## src/mbtc_pkg.sv

```systemverilog
// Package for the Modbus TCP client frame engine.
// Holds command, kind and status codes, function code table and result types.
// No dependencies.
package mbtc_pkg;

    localparam logic [1:0] CMD_REQUEST   = 2'd0;
    localparam logic [1:0] CMD_RX_BYTE   = 2'd1;
    localparam logic [1:0] CMD_RECONNECT = 2'd2;

    localparam logic [1:0] OP_READ_COILS = 2'd0;
    localparam logic [1:0] OP_WRITE_COIL = 2'd1;
    localparam logic [1:0] OP_READ_REGS  = 2'd2;
    localparam logic [1:0] OP_WRITE_REG  = 2'd3;

    localparam logic [1:0] KIND_TX     = 2'd0;
    localparam logic [1:0] KIND_DATA   = 2'd1;
    localparam logic [1:0] KIND_STATUS = 2'd2;

    localparam logic [3:0] ST_OK         = 4'd0;
    localparam logic [3:0] ST_EXCEPTION  = 4'd1;
    localparam logic [3:0] ST_BAD_COUNT  = 4'd2;
    localparam logic [3:0] ST_NOT_CONN   = 4'd3;
    localparam logic [3:0] ST_BUSY       = 4'd4;
    localparam logic [3:0] ST_BAD_LENGTH = 4'd5;
    localparam logic [3:0] ST_TOO_SHORT  = 4'd6;
    localparam logic [3:0] ST_HEADER     = 4'd7;
    localparam logic [3:0] ST_FUNCTION   = 4'd8;
    localparam logic [3:0] ST_BYTE_COUNT = 4'd9;
    localparam logic [3:0] ST_ECHO       = 4'd10;
    localparam logic [3:0] ST_UNEXPECTED = 4'd11;
    localparam logic [3:0] ST_NONE       = 4'd12;

    localparam logic [7:0]  UNIT_ID_RESET   = 8'd1;
    localparam logic [7:0]  EXCEPTION_FLAG  = 8'h80;
    localparam logic [15:0] COIL_ON         = 16'hFF00;
    localparam logic [15:0] MAX_COILS       = 16'd2000;
    localparam logic [15:0] MAX_REGS        = 16'd125;
    localparam logic [15:0] MAX_LENGTH      = 16'd254;
    localparam logic [8:0]  FIRST_DATA_POS  = 9'd9;

    function automatic logic [7:0] fcode(input logic [1:0] op);
        logic [7:0] f;
        case (op)
            OP_READ_COILS: f = 8'd1;
            OP_WRITE_COIL: f = 8'd5;
            OP_READ_REGS:  f = 8'd3;
            default:       f = 8'd6;
        endcase
        return f;
    endfunction

    // One queued output item.
    typedef struct packed {
        logic [1:0]  kind;
        logic [7:0]  tx_byte;
        logic [15:0] data_value;
        logic [10:0] data_index;
        logic [3:0]  status;
        logic [7:0]  exception_code;
    } result_t;

    // Burst descriptor handed from the engine to the output sequencer.
    typedef enum logic [1:0] {
        BURST_NONE   = 2'd0,
        BURST_SINGLE = 2'd1,
        BURST_FRAME  = 2'd2,
        BURST_COILS  = 2'd3
    } burst_kind_t;

    typedef struct packed {
        burst_kind_t kind;
        result_t     single;     // status or register word
        logic [95:0] frame;      // 12 request bytes, byte 0 in [95:88]
        logic [7:0]  coil_bits;
        logic [10:0] coil_base;
        logic [3:0]  coil_count; // 1..8 coil values
        logic        tail_valid; // a status follows the coils
        result_t     tail;
    } burst_t;

endpackage

```

## src/mbtc_engine.sv

```systemverilog
// State engine: request checks, framing, response parsing.
// Produces one burst descriptor per accepted item. Depends on mbtc_pkg.
module mbtc_engine
(
    input  logic                  clk,
    input  logic                  rst_n,
    input  logic                  cfg_valid,
    input  logic [7:0]            cfg_data,
    input  logic                  step,
    input  logic [1:0]            command,
    input  logic [1:0]            operation,
    input  logic [15:0]           start_address,
    input  logic [15:0]           quantity_or_value,
    input  logic [7:0]            rx_byte,
    output mbtc_pkg::burst_t      burst
);

    logic [7:0]  unit_id_reg;
    logic [15:0] trans_reg,   trans_next;
    logic        fault_reg,   fault_next;
    logic        pend_reg,    pend_next;
    logic [1:0]  pop_reg,     pop_next;
    logic [10:0] pqty_reg,    pqty_next;
    logic [31:0] echo_reg,    echo_next;
    logic [8:0]  pos_reg,     pos_next;
    logic [15:0] flen_reg,    flen_next;
    logic [3:0]  ferr_reg,    ferr_next;
    logic [7:0]  exc_reg,     exc_next;
    logic [10:0] vidx_reg,    vidx_next;
    logic [7:0]  hold_reg,    hold_next;

    // Helpers for response parsing.
    logic        is_read_pend;
    logic [7:0]  fc_pend;
    logic [15:0] expect_bytes;
    logic [15:0] flen_cur;
    logic        len_ok;
    logic [8:0]  frame_end;
    logic [11:0] coil_rem;
    logic [3:0]  coil_n;
    logic [7:0]  echo_byte;
    logic        is_read_in;
    logic [15:0] wire_val;
    logic [15:0] trans_inc;

    always_comb
    begin
        is_read_pend = (pop_reg == mbtc_pkg::OP_READ_COILS) ||
                       (pop_reg == mbtc_pkg::OP_READ_REGS);
        fc_pend      = mbtc_pkg::fcode(pop_reg);
        expect_bytes = (pop_reg == mbtc_pkg::OP_READ_COILS)
                       ? {8'd0, pqty_reg[10:3]} + {15'd0, |pqty_reg[2:0]}
                       : {4'd0, pqty_reg, 1'b0};
        is_read_in   = (operation == mbtc_pkg::OP_READ_COILS) ||
                       (operation == mbtc_pkg::OP_READ_REGS);
        wire_val     = (operation == mbtc_pkg::OP_WRITE_COIL)
                       ? ((quantity_or_value != 16'd0) ? mbtc_pkg::COIL_ON : 16'd0)
                       : quantity_or_value;
        trans_inc    = trans_reg + 16'd1;
        coil_rem     = {1'b0, pqty_reg} - {1'b0, vidx_reg};
        coil_n       = (vidx_reg >= pqty_reg) ? 4'd0
                       : ((coil_rem > 12'd8) ? 4'd8 : coil_rem[3:0]);
        // Echo bytes 9, 10 and 11 carry address low, value high and value low.
        case (pos_reg[1:0])
            2'd1:    echo_byte = echo_reg[23:16];
            2'd2:    echo_byte = echo_reg[15:8];
            default: echo_byte = echo_reg[7:0];
        endcase
    end

    // Next state and burst.
    always_comb
    begin
        trans_next = trans_reg;  fault_next = fault_reg;  pend_next = pend_reg;
        pop_next   = pop_reg;    pqty_next  = pqty_reg;   echo_next = echo_reg;
        pos_next   = pos_reg;    flen_next  = flen_reg;   ferr_next = ferr_reg;
        exc_next   = exc_reg;    vidx_next  = vidx_reg;   hold_next = hold_reg;
        flen_cur   = flen_reg;
        len_ok     = 1'b0;
        frame_end  = 9'd6;
        burst      = '0;
        burst.kind = mbtc_pkg::BURST_NONE;
        burst.single.kind = mbtc_pkg::KIND_STATUS;
        burst.tail.kind   = mbtc_pkg::KIND_STATUS;

        case (command)
            mbtc_pkg::CMD_REQUEST:
            begin
                burst.kind = mbtc_pkg::BURST_SINGLE;
                if (is_read_in && (quantity_or_value == 16'd0 ||
                    quantity_or_value > ((operation == mbtc_pkg::OP_READ_COILS)
                                         ? mbtc_pkg::MAX_COILS : mbtc_pkg::MAX_REGS)))
                    burst.single.status = mbtc_pkg::ST_BAD_COUNT;
                else if (fault_reg)
                    burst.single.status = mbtc_pkg::ST_NOT_CONN;
                else if (pend_reg)
                    burst.single.status = mbtc_pkg::ST_BUSY;
                else
                begin
                    burst.kind  = mbtc_pkg::BURST_FRAME;
                    burst.frame = {trans_inc, 16'd0, 16'd6, unit_id_reg,
                                   mbtc_pkg::fcode(operation), start_address, wire_val};
                    trans_next = trans_inc;
                    pend_next  = 1'b1;
                    pop_next   = operation;
                    pqty_next  = is_read_in ? quantity_or_value[10:0] : 11'd0;
                    echo_next  = {start_address, wire_val};
                    pos_next   = 9'd0;
                    flen_next  = 16'd0;
                    ferr_next  = mbtc_pkg::ST_NONE;
                    exc_next   = 8'd0;
                    vidx_next  = 11'd0;
                    hold_next  = 8'd0;
                end
            end
            mbtc_pkg::CMD_RX_BYTE:
            begin
                if (!pend_reg)
                begin
                    burst.kind = mbtc_pkg::BURST_SINGLE;
                    burst.single.status = mbtc_pkg::ST_UNEXPECTED;
                end
                else
                begin
                    case (pos_reg)
                        9'd0: if (rx_byte != trans_reg[15:8]) ferr_next = mbtc_pkg::ST_HEADER;
                        9'd1: if (rx_byte != trans_reg[7:0]) ferr_next = mbtc_pkg::ST_HEADER;
                        9'd2, 9'd3: if (rx_byte != 8'd0) ferr_next = mbtc_pkg::ST_HEADER;
                        9'd4: flen_cur = {rx_byte, 8'd0};
                        9'd5: flen_cur = {flen_reg[15:8], rx_byte};
                        default: ;
                    endcase
                    // note_min for header codes; ferr only decreases there.
                    if (pos_reg <= 9'd3 && ferr_next > ferr_reg) ferr_next = ferr_reg;
                    if (pos_reg == 9'd5 && flen_cur == 16'd2 &&
                        ferr_reg > mbtc_pkg::ST_TOO_SHORT)
                        ferr_next = mbtc_pkg::ST_TOO_SHORT;
                    flen_next = flen_cur;
                    len_ok    = (flen_cur >= 16'd2) && (flen_cur <= mbtc_pkg::MAX_LENGTH);
                    frame_end = len_ok ? (9'd5 + flen_cur[8:0]) : 9'd6;

                    if (pos_reg == 9'd6)
                    begin
                        if (!len_ok)
                        begin
                            if (ferr_reg > mbtc_pkg::ST_BAD_LENGTH)
                                ferr_next = mbtc_pkg::ST_BAD_LENGTH;
                        end
                        else if (rx_byte != unit_id_reg && ferr_reg > mbtc_pkg::ST_HEADER)
                            ferr_next = mbtc_pkg::ST_HEADER;
                    end
                    else if (pos_reg == 9'd7)
                    begin
                        if (ferr_reg == mbtc_pkg::ST_NONE)
                        begin
                            if (rx_byte == (fc_pend | mbtc_pkg::EXCEPTION_FLAG))
                                ferr_next = mbtc_pkg::ST_EXCEPTION;
                            else if (rx_byte != fc_pend)
                                ferr_next = mbtc_pkg::ST_FUNCTION;
                            else if (!is_read_pend && flen_reg != 16'd6)
                                ferr_next = mbtc_pkg::ST_ECHO;
                        end
                    end
                    else if (pos_reg == 9'd8)
                    begin
                        if (ferr_reg == mbtc_pkg::ST_EXCEPTION)
                            exc_next = rx_byte;
                        else if (is_read_pend)
                        begin
                            if ((flen_reg != expect_bytes + 16'd3 ||
                                 {8'd0, rx_byte} != expect_bytes) &&
                                ferr_reg == mbtc_pkg::ST_NONE)
                                ferr_next = mbtc_pkg::ST_BYTE_COUNT;
                        end
                        else if (rx_byte != echo_reg[31:24] && ferr_reg == mbtc_pkg::ST_NONE)
                            ferr_next = mbtc_pkg::ST_ECHO;
                    end
                    else if (pos_reg >= 9'd9 && ferr_reg == mbtc_pkg::ST_NONE)
                    begin
                        if (!is_read_pend)
                        begin
                            if (pos_reg <= 9'd11 && rx_byte != echo_byte)
                                ferr_next = mbtc_pkg::ST_ECHO;
                        end
                        else if (pop_reg == mbtc_pkg::OP_READ_COILS)
                        begin
                            if (coil_n != 4'd0)
                            begin
                                burst.kind       = mbtc_pkg::BURST_COILS;
                                burst.coil_bits  = rx_byte;
                                burst.coil_base  = vidx_reg;
                                burst.coil_count = coil_n;
                                vidx_next        = vidx_reg + {7'd0, coil_n};
                            end
                        end
                        else if (pos_reg[0])
                            hold_next = rx_byte;   // (pos-9) even: high byte
                        else
                        begin
                            burst.kind              = mbtc_pkg::BURST_SINGLE;
                            burst.single.kind       = mbtc_pkg::KIND_DATA;
                            burst.single.data_value = {hold_reg, rx_byte};
                            burst.single.data_index = vidx_reg;
                            vidx_next               = vidx_reg + 11'd1;
                        end
                    end

                    if (pos_reg >= 9'd6 && pos_reg == frame_end)
                    begin
                        burst.tail_valid = 1'b1;
                        burst.tail.status =
                            (ferr_next == mbtc_pkg::ST_NONE) ? mbtc_pkg::ST_OK : ferr_next;
                        burst.tail.exception_code =
                            (ferr_next == mbtc_pkg::ST_EXCEPTION) ? exc_next : 8'd0;
                        if (ferr_next >= mbtc_pkg::ST_BAD_LENGTH &&
                            ferr_next <= mbtc_pkg::ST_ECHO)
                            fault_next = 1'b1;
                        pend_next = 1'b0;
                        pos_next  = 9'd0;
                        if (burst.kind == mbtc_pkg::BURST_NONE)
                        begin
                            burst.kind       = mbtc_pkg::BURST_SINGLE;
                            burst.single     = burst.tail;
                            burst.tail_valid = 1'b0;
                        end
                    end
                    else
                        pos_next = pos_reg + 9'd1;
                end
            end
            mbtc_pkg::CMD_RECONNECT:
            begin
                fault_next = 1'b0;  pend_next = 1'b0;  trans_next = 16'd0;
                pos_next   = 9'd0;  flen_next = 16'd0; ferr_next  = mbtc_pkg::ST_NONE;
                exc_next   = 8'd0;  vidx_next = 11'd0; hold_next  = 8'd0;
                burst.kind = mbtc_pkg::BURST_SINGLE;
                burst.single.status = mbtc_pkg::ST_OK;
            end
            default: ;
        endcase
        if (!step)
            burst.kind = mbtc_pkg::BURST_NONE;
    end

    // State registers.
    always_ff @(posedge clk or negedge rst_n)
    begin
        if (!rst_n)
        begin
            unit_id_reg <= mbtc_pkg::UNIT_ID_RESET;
            trans_reg <= '0; fault_reg <= 1'b0; pend_reg <= 1'b0; pop_reg <= '0;
            pqty_reg  <= '0; echo_reg  <= '0;   pos_reg  <= '0;   flen_reg <= '0;
            ferr_reg  <= mbtc_pkg::ST_NONE;     exc_reg  <= '0;   vidx_reg <= '0;
            hold_reg  <= '0;
        end
        else
        begin
            if (cfg_valid)
                unit_id_reg <= cfg_data;
            if (step)
            begin
                trans_reg <= trans_next; fault_reg <= fault_next; pend_reg <= pend_next;
                pop_reg   <= pop_next;   pqty_reg  <= pqty_next;  echo_reg <= echo_next;
                pos_reg   <= pos_next;   flen_reg  <= flen_next;  ferr_reg <= ferr_next;
                exc_reg   <= exc_next;   vidx_reg  <= vidx_next;  hold_reg <= hold_next;
            end
        end
    end

endmodule

```

## src/mbtc_sequencer.sv

```systemverilog
// Output sequencer: holds one burst and plays its results one per cycle
// while out_ready is high. Depends on mbtc_pkg.
module mbtc_sequencer
(
    input  logic                  clk,
    input  logic                  rst_n,
    input  logic                  load,
    input  mbtc_pkg::burst_t      burst,
    output logic                  idle,
    output logic                  out_valid,
    input  logic                  out_ready,
    output mbtc_pkg::result_t     res,
    output logic                  res_last
);

    mbtc_pkg::burst_t burst_reg;
    logic [3:0]       idx_reg;
    logic             busy_reg;
    logic [3:0]       count;
    logic             done;

    // Number of results in the held burst.
    always_comb
    begin
        case (burst_reg.kind)
            mbtc_pkg::BURST_FRAME: count = 4'd12;
            mbtc_pkg::BURST_COILS: count = burst_reg.coil_count + {3'd0, burst_reg.tail_valid};
            default:               count = 4'd1 + {3'd0, burst_reg.tail_valid};
        endcase
        res = '0;
        case (burst_reg.kind)
            mbtc_pkg::BURST_FRAME:
            begin
                res.kind    = mbtc_pkg::KIND_TX;
                res.tx_byte = burst_reg.frame[8'd95 - {idx_reg, 3'd0} -: 8];
            end
            mbtc_pkg::BURST_COILS:
            begin
                if (idx_reg == burst_reg.coil_count)
                    res = burst_reg.tail;
                else
                begin
                    res.kind       = mbtc_pkg::KIND_DATA;
                    res.data_value = {15'd0, burst_reg.coil_bits[idx_reg[2:0]]};
                    res.data_index = burst_reg.coil_base + {7'd0, idx_reg};
                end
            end
            default:
            begin
                // A register word may be followed by the frame status.
                if (idx_reg == 4'd0)
                    res = burst_reg.single;
                else
                    res = burst_reg.tail;
            end
        endcase
        res_last  = (idx_reg == count - 4'd1);
        out_valid = busy_reg;
        done      = busy_reg && out_ready && res_last;
        idle      = !busy_reg || done;
    end

    always_ff @(posedge clk or negedge rst_n)
    begin
        if (!rst_n)
        begin
            busy_reg <= 1'b0;
            idx_reg  <= '0;
        end
        else if (load && burst.kind != mbtc_pkg::BURST_NONE)
        begin
            busy_reg <= 1'b1;
            idx_reg  <= '0;
        end
        else if (done)
            busy_reg <= 1'b0;
        else if (busy_reg && out_ready)
            idx_reg <= idx_reg + 4'd1;
    end

    always_ff @(posedge clk)
    begin
        if (load)
            burst_reg <= burst;
    end

endmodule

```

## src/modbus_tcp_client_frame_engine_unit.sv

```systemverilog
// Top level of the Modbus TCP client frame engine.
// Depends on mbtc_pkg, mbtc_engine and mbtc_sequencer.
//
// Channel   Signals                                  Role
// in        in_valid/in_ready, command..rx_byte      command items
// out       out_valid/out_ready, kind..last          result items
// cfg       cfg_valid/cfg_ready, cfg_data            unit_id register
//
// An item is processed in the cycle it is accepted; its results (0 to 12)
// leave the burst register one per cycle while out_ready is high, so a
// framed request gives 12 results and a response byte 0 to 9. A new
// item is accepted in the cycle the last result of the previous burst is
// taken. Reset clears all protocol state and sets unit_id to 1.
module modbus_tcp_client_frame_engine_unit
(
    input  logic        clk,
    input  logic        rst_n,
    input  logic        cfg_valid,
    output logic        cfg_ready,
    input  logic [7:0]  cfg_data,
    input  logic        in_valid,
    output logic        in_ready,
    input  logic [1:0]  command,
    input  logic [1:0]  operation,
    input  logic [15:0] start_address,
    input  logic [15:0] quantity_or_value,
    input  logic [7:0]  rx_byte,
    output logic        out_valid,
    input  logic        out_ready,
    output logic [1:0]  kind,
    output logic [7:0]  tx_byte,
    output logic [15:0] data_value,
    output logic [10:0] data_index,
    output logic [3:0]  status,
    output logic [7:0]  exception_code,
    output logic        last
);

    mbtc_pkg::burst_t  burst;
    mbtc_pkg::result_t res;
    logic              idle;
    logic              step;

    assign cfg_ready = 1'b1;
    assign in_ready  = idle;
    assign step      = in_valid && idle;

    mbtc_engine u_engine
    (
        .clk               (clk),
        .rst_n             (rst_n),
        .cfg_valid         (cfg_valid),
        .cfg_data          (cfg_data),
        .step              (step),
        .command           (command),
        .operation         (operation),
        .start_address     (start_address),
        .quantity_or_value (quantity_or_value),
        .rx_byte           (rx_byte),
        .burst             (burst)
    );

    mbtc_sequencer u_seq
    (
        .clk       (clk),
        .rst_n     (rst_n),
        .load      (step),
        .burst     (burst),
        .idle      (idle),
        .out_valid (out_valid),
        .out_ready (out_ready),
        .res       (res),
        .res_last  (last)
    );

    assign kind           = res.kind;
    assign tx_byte        = res.tx_byte;
    assign data_value     = res.data_value;
    assign data_index     = res.data_index;
    assign status         = res.status;
    assign exception_code = res.exception_code;

endmodule

```

## config.mk

```make
export PLATFORM = sky130hd
export DESIGN_NAME = modbus_tcp_client_frame_engine_unit
export DESIGN_NICKNAME = d
export VERILOG_FILES = /design/src/mbtc_pkg.sv /design/src/mbtc_engine.sv /design/src/mbtc_sequencer.sv /design/src/modbus_tcp_client_frame_engine_unit.sv
export SDC_FILE = /design/constraint.sdc
export NUM_CORES = 1
export LEC_CHECK = 0
export BUFFER_PORTS_ARGS = -buffer_cell sky130_fd_sc_hd__buf_2
export CAP_MARGIN = 30
export CORE_MARGIN = 2
export CORE_UTILIZATION = 60
export DETAILED_ROUTE_END_ITERATION = 10
export GPL_ROUTABILITY_DRIVEN = 0
export PLACE_DENSITY = 0.79
export SYNTH_ARGS = -nofsm -noshare
export SYNTH_HDL_FRONTEND = slang
export SYNTH_SLANG_ARGS = --single-unit
```

## constraint.sdc

```tcl
create_clock -name clk -period 18.6 [get_ports clk]
set_input_delay 0.93 -clock clk [delete_from_list [all_inputs] [get_ports clk]]
set_output_delay 0.93 -clock clk [all_outputs]
set_load 0.005 [all_outputs]
```

==> flow_metrics.py <==
metrics = {
    "run_status": {
        "outcome": "complete, no violations",
    },
    "finish": {
        "fillCellCount": 2147,
        "num-nets-final": 1951,
        "multi_input_area_um2": 8696,
        "final_cells": 2245,
        "final_cell_mix": "nand2_1, nor2_1, edfxtp_1",
        "seq_area_um2": 7481,
        "final_cell_area_um2": 18620,
        "largest_reg_flops": 139,
        "drive_gt1_frac": 0.1286,
        "synthToLayoutAreaGrowth_pct": 10.76,
        "layout_commonest_cell": "nand2_1",
    },
    "synthesis": {
        "synth_nets": 1899,
        "ys_seq_area_frac": 0.4451,
        "yosys_warnings": 0,
        "synth-edff-count": 139,
        "ys_ff_latch": 271,
        "syn_inst": 1791,
        "synth.avg_cell_area_um2": 9.385,
        "netlist_area_um2": 16810,
        "async_flop_share": 0.4871,
        "ys_types": 92,
        "ys.flop_type": "edfxtp_1",
    },
    "worst_setup_path": {
        "critPathMaxStageDelay_ps": 610,
        "r2r_setup_slack_ps": 12890,
        "cp-start-kind": "flop",
        "crit_type": "reg2reg",
        "crit_chain": "inv_1 -> ha_1 -> nor2_1 -> nor3_1 -> o21ai_0 -> o31ai_1 -> inv_1 -> ha_1 -> nand4_1 -> and3_1 -> o21a_1 -> nor2_1 -> o21ai_0 -> or3b_2 -> a2bb2oi_1 -> o21ai_0 -> or4_1 -> nor2_1",
        "cp_num_buf_inv": 2,
        "critPathTopFamily": "simple AND/OR/NAND/NOR gates",
        "worstReg2RegStart": "u_engine.pos_reg[1]",
        "crit_slowest_cell": "ha_1",
        "cp.arrival_ps": 6010,
        "crit_fanout": 16,
        "critical_path_required_ps": 18890,
        "critPathCaptureType": "flop",
        "setup.worst_path.start": "u_engine.pos_reg[1]",
    },
    "sta": {
        "max_freq_mhz": 175.0,
        "finClkSkew_ps": 21.49,
        "finalSetupTns_ps": 0,
        "worst_slew_pin_slew_ps": 1070,
        "relSlewSlack": 0.2840,
        "slew_violations": 0,
        "hold_violations": 0,
        "fin_crit_sh": 0.3072,
        "fin_crit_ps": 5713,
        "rsz0062_at_grt": "no",
        "setup_viol": 0,
    },
    "clock_network": {
        "cts.sinks": 271,
        "ctsResizeCount": 0,
        "clockBufferDepth": 3,
        "htreeDepth": 1,
        "path_clk_slew_ps": 60,
        "cts_buffers": 29,
        "cts_tree": "done",
        "clk_latency_ps": 580,
        "cts_setup_buffers": 0,
        "ctsHoldBuffers": 0,
        "clock_tree.root_cell": "clkbuf_16",
    },
    "grt": {
        "overflow": 0,
        "grt_pass1_vias": 13570,
        "grt_max_degree": 76,
        "grt_antenna_before_repair": 1,
        "grt_pass1_wl_mm": 75.27,
        "grt_util_all_layers": 0.3311,
    },
    "job": {
        "cap_violations": 0,
    },
    "pwr": {
        "ir_drop_mv": 0.09225,
        "power_density_nw_per_um2": 141.1,
        "p_leak_nw": 7.632,
    },
    "routing": {
        "drt_iter0_markers": 1844,
        "via_per_inst": 6.445,
        "wl_per_cell_um": 21.56,
        "drtAntennaViolNets": 0,
        "drc_errors": 0,
        "via_count": 14470,
        "drtPass1Iterations": 6,
        "routed_wl_mm": 48.39,
    },
    "floorplan": {
        "die_x_um": 171.4,
        "row_count": 61,
        "core_um2": 27710,
        "initial_core_util": 0.6067,
        "die_y_um": 171.4,
        "io_pins": 110,
        "die_area_um2": 29370,
    },
    "hold_path": {
        "hold_path_class": "in2async",
    },
    "place": {
        "dp.cells": 2190,
        "dp_hpwl_mm": 34.58,
        "io_buffer_count": 108,
        "dpl_cell_area_um2": 17590,
    },
}
-- Yosys cell counts, drive strengths merged, types with 4 or more instances --
library cell | n | area [um2]
nand4b | 4 | 35.03
mux2i | 25 | 250.2
a211o | 6 | 52.55
edfxtp | 139 | 4174
o21a | 13 | 97.59
o31ai | 20 | 168.9
a21o | 16 | 120.1
a21boi | 5 | 37.54
nand3 | 60 | 310.3
a21oi | 59 | 295.3
buf | 18 | 102.6
a31o | 5 | 43.79
nor2b | 16 | 100.1
o31a | 5 | 43.79
xor2 | 45 | 394.1
nor2 | 153 | 581.8
o21ai | 128 | 640.6
dfrtp | 129 | 3228
nand2b | 24 | 150.1
nand4 | 23 | 143.9
nor4 | 26 | 183.9
and3 | 44 | 275.3
or4 | 12 | 93.84
o22ai | 9 | 56.30
a22oi | 20 | 150.1
mux2 | 19 | 214.0
or2 | 8 | 50.05
and2 | 81 | 506.7
mux4 | 7 | 157.7
ha | 48 | 600.6
clkbuf | 88 | 330.3
a2111oi | 5 | 43.79
a22o | 34 | 297.8
nor3b | 4 | 35.03
or3 | 8 | 50.05
nand2 | 221 | 829.6
inv | 59 | 221.5
a31oi | 18 | 118.9
o211ai | 12 | 90.09
xnor2 | 77 | 674.4
nand3b | 5 | 37.54
nor3 | 26 | 130.1
a211oi | 5 | 37.54
-- worst paths after layout --
| kind | to | cells after the start |
|---|---|---|
| max | u_seq.burst_reg[1] | 18 |
| min | u_engine.echo_reg[29] | 1 |
| max reg2reg | u_seq.burst_reg[1] | 18 |
| min reg2reg | u_engine.hold_reg[6] | 2 |
| max in group asynchronous | u_engine.ferr_reg[3] | 3 |
| min in group clk | u_engine.hold_reg[6] | 2 |
-- worst reg2reg max path, stage by stage, from the launching register on --
cell and delay (ps):
dfrtp_1 450, inv_1 170, ha_1 610, nor2_1 340, nor3_1 340, o21ai_0 140, o31ai_1 440, inv_1 100
ha_1 310, nand4_1 90, and3_1 180, o21a_1 160, nor2_1 50, o21ai_0 300, or3b_2 480, a2bb2oi_1 160
o21ai_0 480, or4_1 530, nor2_1 130
-- cell families after synthesis --
group                      after synthesis  share of synthesized area
and+or+nand+nor                        732                     0.2194
AOI/OAI and AO/OA                      397                     0.1562
DFF                                    271                     0.4451
buffers and inverters                  166                    0.03915
xor gates and xnor gates               122                    0.06357
adders and majority gates               51                    0.03930
muxes                                   51                    0.03700
other                                    1                  0.0002231
-- cell type report --
| cell class | instances | share of cell area |
|---|---|---|
| antenna | 1 | 0.0001344 |
| timing repair buffer | 127 | 0.03838 |
| tap | 378 | 0.02540 |
| sequential | 271 | 0.4018 |
| inverter | 60 | 0.01223 |
| clock inverter | 19 | 0.01418 |
| clock buffer | 35 | 0.04073 |
| multi-input combinational | 1354 | 0.4671 |
-- through the flow --
step	utilization	power, mW	setup WS, ps	hold WS, ps
after CTS	0.6719	2.601	12930	320.9
final	0.6720	2.628	12890	300.9
after detailed placement	0.6350	1.979	12600	460.4
after floorplan	-	1.668	12200	440.2
after global placement	0.6332	1.938	12860	457.8
after global routing	0.6719	2.767	12420	348.7
-- per-layer routing --
layer | vias up | GRT usage | part of all wire
li1 | 6554 | - | -
met1 | 6935 | 0.4462 | 0.40
met2 | 819 | 0.5149 | 0.44
met3 | 162 | 0.07777 | 0.10
met4 | 0 | 0.1433 | 0.046
met5 | - | 0 | 0
-- power breakdown --
part / switching, mW / internal (mW) / total [mW]
clock network: 0.255 / 0.365 / 0.619
logic: 0.672 / 0.430 / 1.10
registers: 0.136 / 0.769 / 0.906
total: 1.06 / 1.56 / 2.63
(Power assumes the default switching activity.)
